==> src/rtl/tfc_ram.sv <==
// Generic single-port-write, registered-read RAM.
module tfc_ram #(
  parameter int Width = 1,
  parameter int Depth = 256
) (
  input  logic                     clk,
  input  logic                     we,
  input  logic [$clog2(Depth)-1:0] waddr,
  input  logic [Width-1:0]         wdata,
  input  logic [$clog2(Depth)-1:0] raddr,
  output logic [Width-1:0]         rdata
);

  logic [Width-1:0] mem [Depth];

  always_ff @(posedge clk) begin
    if (we) begin
      mem[waddr] <= wdata;
    end
    rdata <= mem[raddr];
  end

endmodule

==> config.mk <==
export PLATFORM = sky130hd
export DESIGN_NAME = tfc_ram
export DESIGN_NICKNAME = d
export VERILOG_FILES = /design/src/rtl/tfc_ram.sv
export SDC_FILE = /design/constraint.sdc
export NUM_CORES = 1
export LEC_CHECK = 0
export ABC_CLOCK_PERIOD_IN_PS = 2270
export BUFFER_PORTS_ARGS = -buffer_cell sky130_fd_sc_hd__buf_4
export CAP_MARGIN = 20
export CORE_MARGIN = 5
export CORE_UTILIZATION = 45
export CTS_BUF_LIST = sky130_fd_sc_hd__clkbuf_8
export DETAILED_ROUTE_END_ITERATION = 10
export GPL_TIMING_DRIVEN = 0
export PLACE_DENSITY = 0.63
export SETUP_SLACK_MARGIN = 0.02
export SKIP_LAST_GASP = 1
export SYNTH_ARGS = -nofsm -noshare
export SYNTH_HDL_FRONTEND = slang
export SYNTH_SLANG_ARGS = --single-unit
==> constraint.sdc <==
create_clock -name clk -period 2.27 [get_ports clk]
set_clock_uncertainty 0.2 [all_clocks]
set_input_delay 0.227 -clock clk [delete_from_list [all_inputs] [get_ports clk]]
set_output_delay 0.227 -clock clk [all_outputs]
set_load 0.01 [all_outputs]
==> summary.txt <==
Sw Share: 22.21%
Root Driver: clkbuf_8
startpoint types: register
Tcrit/Tclk final: 99.82%
initial antenna violation count: 0
largest net degree at the start of global routing: 145
CTS clk-pin slew, worst paths: 60 ps
core area: 0.02432 mm²
grt total ovfl: 0
Clock power frac: 41.0%
Routed Antenna Nets: 0
nets: 873
initial DRC count: 637
Setup crit end: rdata$_DFF_P_
row cnt: 57
layout overhead on the synthesized area: 13.31%
vias per cell: 5.581
critical path fanouts, max: 1
final setup fails: 0
crit path time final: 2266 ps
RSZ-0062 raised after global routing: true
cell breakdown of the critical path: mux4_2 -> mux4_2 -> mux2i_4 -> o22ai_2 -> a21oi_1 -> a22oi_1
I/O Pins: 20
final instance area: 0.01261 mm²
sequential element share of the synthesized area: 69.26%
share of layout cells above drive strength 1: 15.71%
Syn Nets: 807
dominant cells by area after synthesis: edfxtp_1, nor2_1, mux4_2, mux2i_1, clkbuf_1
filler cell count: 2,094
Final HPWL DP: 17.45 mm
slowest cell delay on critical path: 520 ps
final wirelength: 26.70 mm
Hold Crit Start: waddr[5]
Warnings, synthesis: 0
cell accounting for the most synthesized area: edfxtp_1
CP startpoint: mem[223]$_DFFE_PP_
clk buf depth: 3
Die Wd: 167.3 µm
Worst setup EP type: register
commonest non-fill, non-tap cells in the layout: nor2_1, edfxtp_1, mux2i_1
Max Freq: 441.3 MHz
Yosys top cell area share: 69.08%
DIE AREA: 0.02797 mm²
Residual DRC: 0
port buffer count: 17
worst path arrival time: 2470 ps
GRT Total Usage: 19.09%
Cell Area, Synth: 0.01113 mm²
CTS tree: built
Tightest Pin Transition: 846.9 ps
unique cell type count in the Yosys netlist: 35
slowest stage cell, crit path: mux4_2
vias in the first global route: 6,982
most used cell, CP: mux4_2
Vias: 6,747
setup bufs post-CTS: 0
Max H-tree Level: 2
r2r worst-path depth: 6
pwr dens: 780.7 mW/mm²
Area after DPL: 0.01170 mm²
Worst Hold Class: in -> reg
share of power burned in registers: 53.2%
synthesized instance count: 788
power after layout: 9.845 mW
first-pass GRT wire length: 40.64 mm
Psw: 2.186 mW
slew margin rel.: 43.54%
diode count: 0
most common cell after layout, fill and taps aside: nor2_1
Lkg Pwr: 3.928 nW
internal power: 7.658 mW
Starting Density: 45.76%
total of max-cap violations: 0
synthesized area per cell: 14.12 µm²
Routability Congestion: 0.7973
RR Startpoint: mem[223]$_DFFE_PP_
clk_lat worst skew: 560 ps
clk sinks: 257
worst setup path category: reg -> reg
DR pass1 iterations: 5
WP data required: 2480 ps
R2R Path End: rdata$_DFF_P_
Yosys reg bits: 257
reg2reg setup slack: 4 ps
Die Span Y: 167.3 µm
Routed WL per cell: 22.09 µm
power share of the combinational group: 5.8%
TritonCTS Buffers: 43
Final Hold Vio Count: 0
Final Max Slew Viols: 0
peak supply drop: 461.8 µV
outcome: completed
final cells by class:
class	count	area, µm²	area share [%]
Buffer	56	277.8	2.203
Clock buffer	43	591.8	4.693
Clock inverter	33	242.7	1.925
Inverter	1	3.754	0.02977
Multi-Input combinational cell	474	3188	25.28
Sequential cell	257	7707	61.12
Tap cell	324	405.4	3.215
Timing Repair Buffer	21	192.7	1.528
logic make-up (layout without fill, tap and decap cells):
group / count (synthesis) / in the layout / share of synthesized area (%)
simple gates: 330 / 330 / 11.94
flops: 257 / 257 / 69.26
mux: 94 / 94 / 13.19
buf+inv: 57 / 154 / 2.496
compound gates: 50 / 50 / 3.115
power groups by stage:
stage | registers [mW] | logic (mW) | clock network, mW
2_1_floorplan | 5.34 | 0.310 | 0
3_3_place_gp | 5.34 | 0.542 | 0
3_5_place_dp | 5.33 | 0.554 | 0
4_1_cts | 5.23 | 0.571 | 4.10
5_1_grt | 5.23 | 0.616 | 4.34
6_report | 5.23 | 0.573 | 4.04
worst min path at each step:
stage,to,slack [ps],depth (start not counted)
finish,mem[253]$_DFFE_PP_,120,3
global route,mem[251]$_DFFE_PP_,110,3
CTS,mem[253]$_DFFE_PP_,90,3
detailed placement,rdata,420,1
global placement,rdata,420,1
floorplan,mem[0]$_DFFE_PP_,130,0
cells in the mapped netlist:
| master | instances |
|---|---|
| buf_1 | 1 |
| dfxtp_1 | 1 |
| nand4_1 | 1 |
| and3_1 | 1 |
| buf_4 | 5 |
| nor3_1 | 3 |
| nand2b_1 | 1 |
| nor3b_1 | 1 |
| buf_2 | 6 |
| nor2b_1 | 9 |
| or3b_1 | 1 |
| a22o_1 | 6 |
| buf_6 | 5 |
| clkbuf_1 | 39 |
| nand3b_1 | 3 |
| mux2i_1 | 51 |
| inv_1 | 1 |
| mux2_2 | 1 |
| nor4_1 | 5 |
| or4_1 | 1 |
| mux4_2 | 42 |
| edfxtp_1 | 256 |
| o22ai_1 | 23 |
| nand3_1 | 12 |
| a311oi_1 | 2 |
| a31oi_1 | 3 |
| a21oi_1 | 2 |
| and3b_1 | 1 |
| nor2_1 | 268 |
| nand2_1 | 23 |
| a2111oi_0 | 2 |
| a21boi_0 | 1 |
| o21ai_0 | 2 |
| o2111ai_1 | 1 |
| a22oi_1 | 8 |
stage by stage:
step | setup slack (ps) | TNS, ps | util, % | hold WS [ps] | instances
6_report | 4.136 | 0 | 51.85 | 124.0 | 1209
4_1_cts | 1.342 | 0 | 51.79 | 87.46 | 1209
3_3_place_gp | -1063 | -57250 | 47.95 | 424.2 | 1129
3_5_place_dp | -1047 | -1305 | 48.09 | 422.1 | 1130
2_1_floorplan | 68.23 | 0 | - | 125.9 | 788
5_1_grt | -55.37 | -55.37 | 51.85 | 115.0 | 1209
timing repair:
item / 4_1_cts / 5_1_grt
setup endpoints to repair: 1 / 1
gates resized for setup: 8 / 7
endpoints found under the hold margin: 109 / 0
hold buffers: 3 / 0
pin swaps: 1 / 1
sequential cells by signal, indices dropped and copies added (netlist names):
signal / count
mem: 256
rdata: 1
worst max-delay path: cells and delay by family, from the launching register on:
family	cells	cell delay, ps
multiplexers	3	1200
flip-flops	1	370
AO/OA/AOI/OAI	3	370
metal layers:
| layer | wire [µm] | global-route usage [%] | share of wire [%] | vias up |
|---|---|---|---|---|
| met2 | 12910 | 30.98 | 48 | 209 |
| li1 | - | - | - | 3053 |
| met5 | 0 | 0 | 0 | - |
| met1 | 11480 | 26.11 | 43 | 3446 |
| met4 | 578 | 5.610 | 2.2 | 0 |
| met3 | 1745 | 4.385 | 6.5 | 39 |
Power figures use the tool's default switching activity.
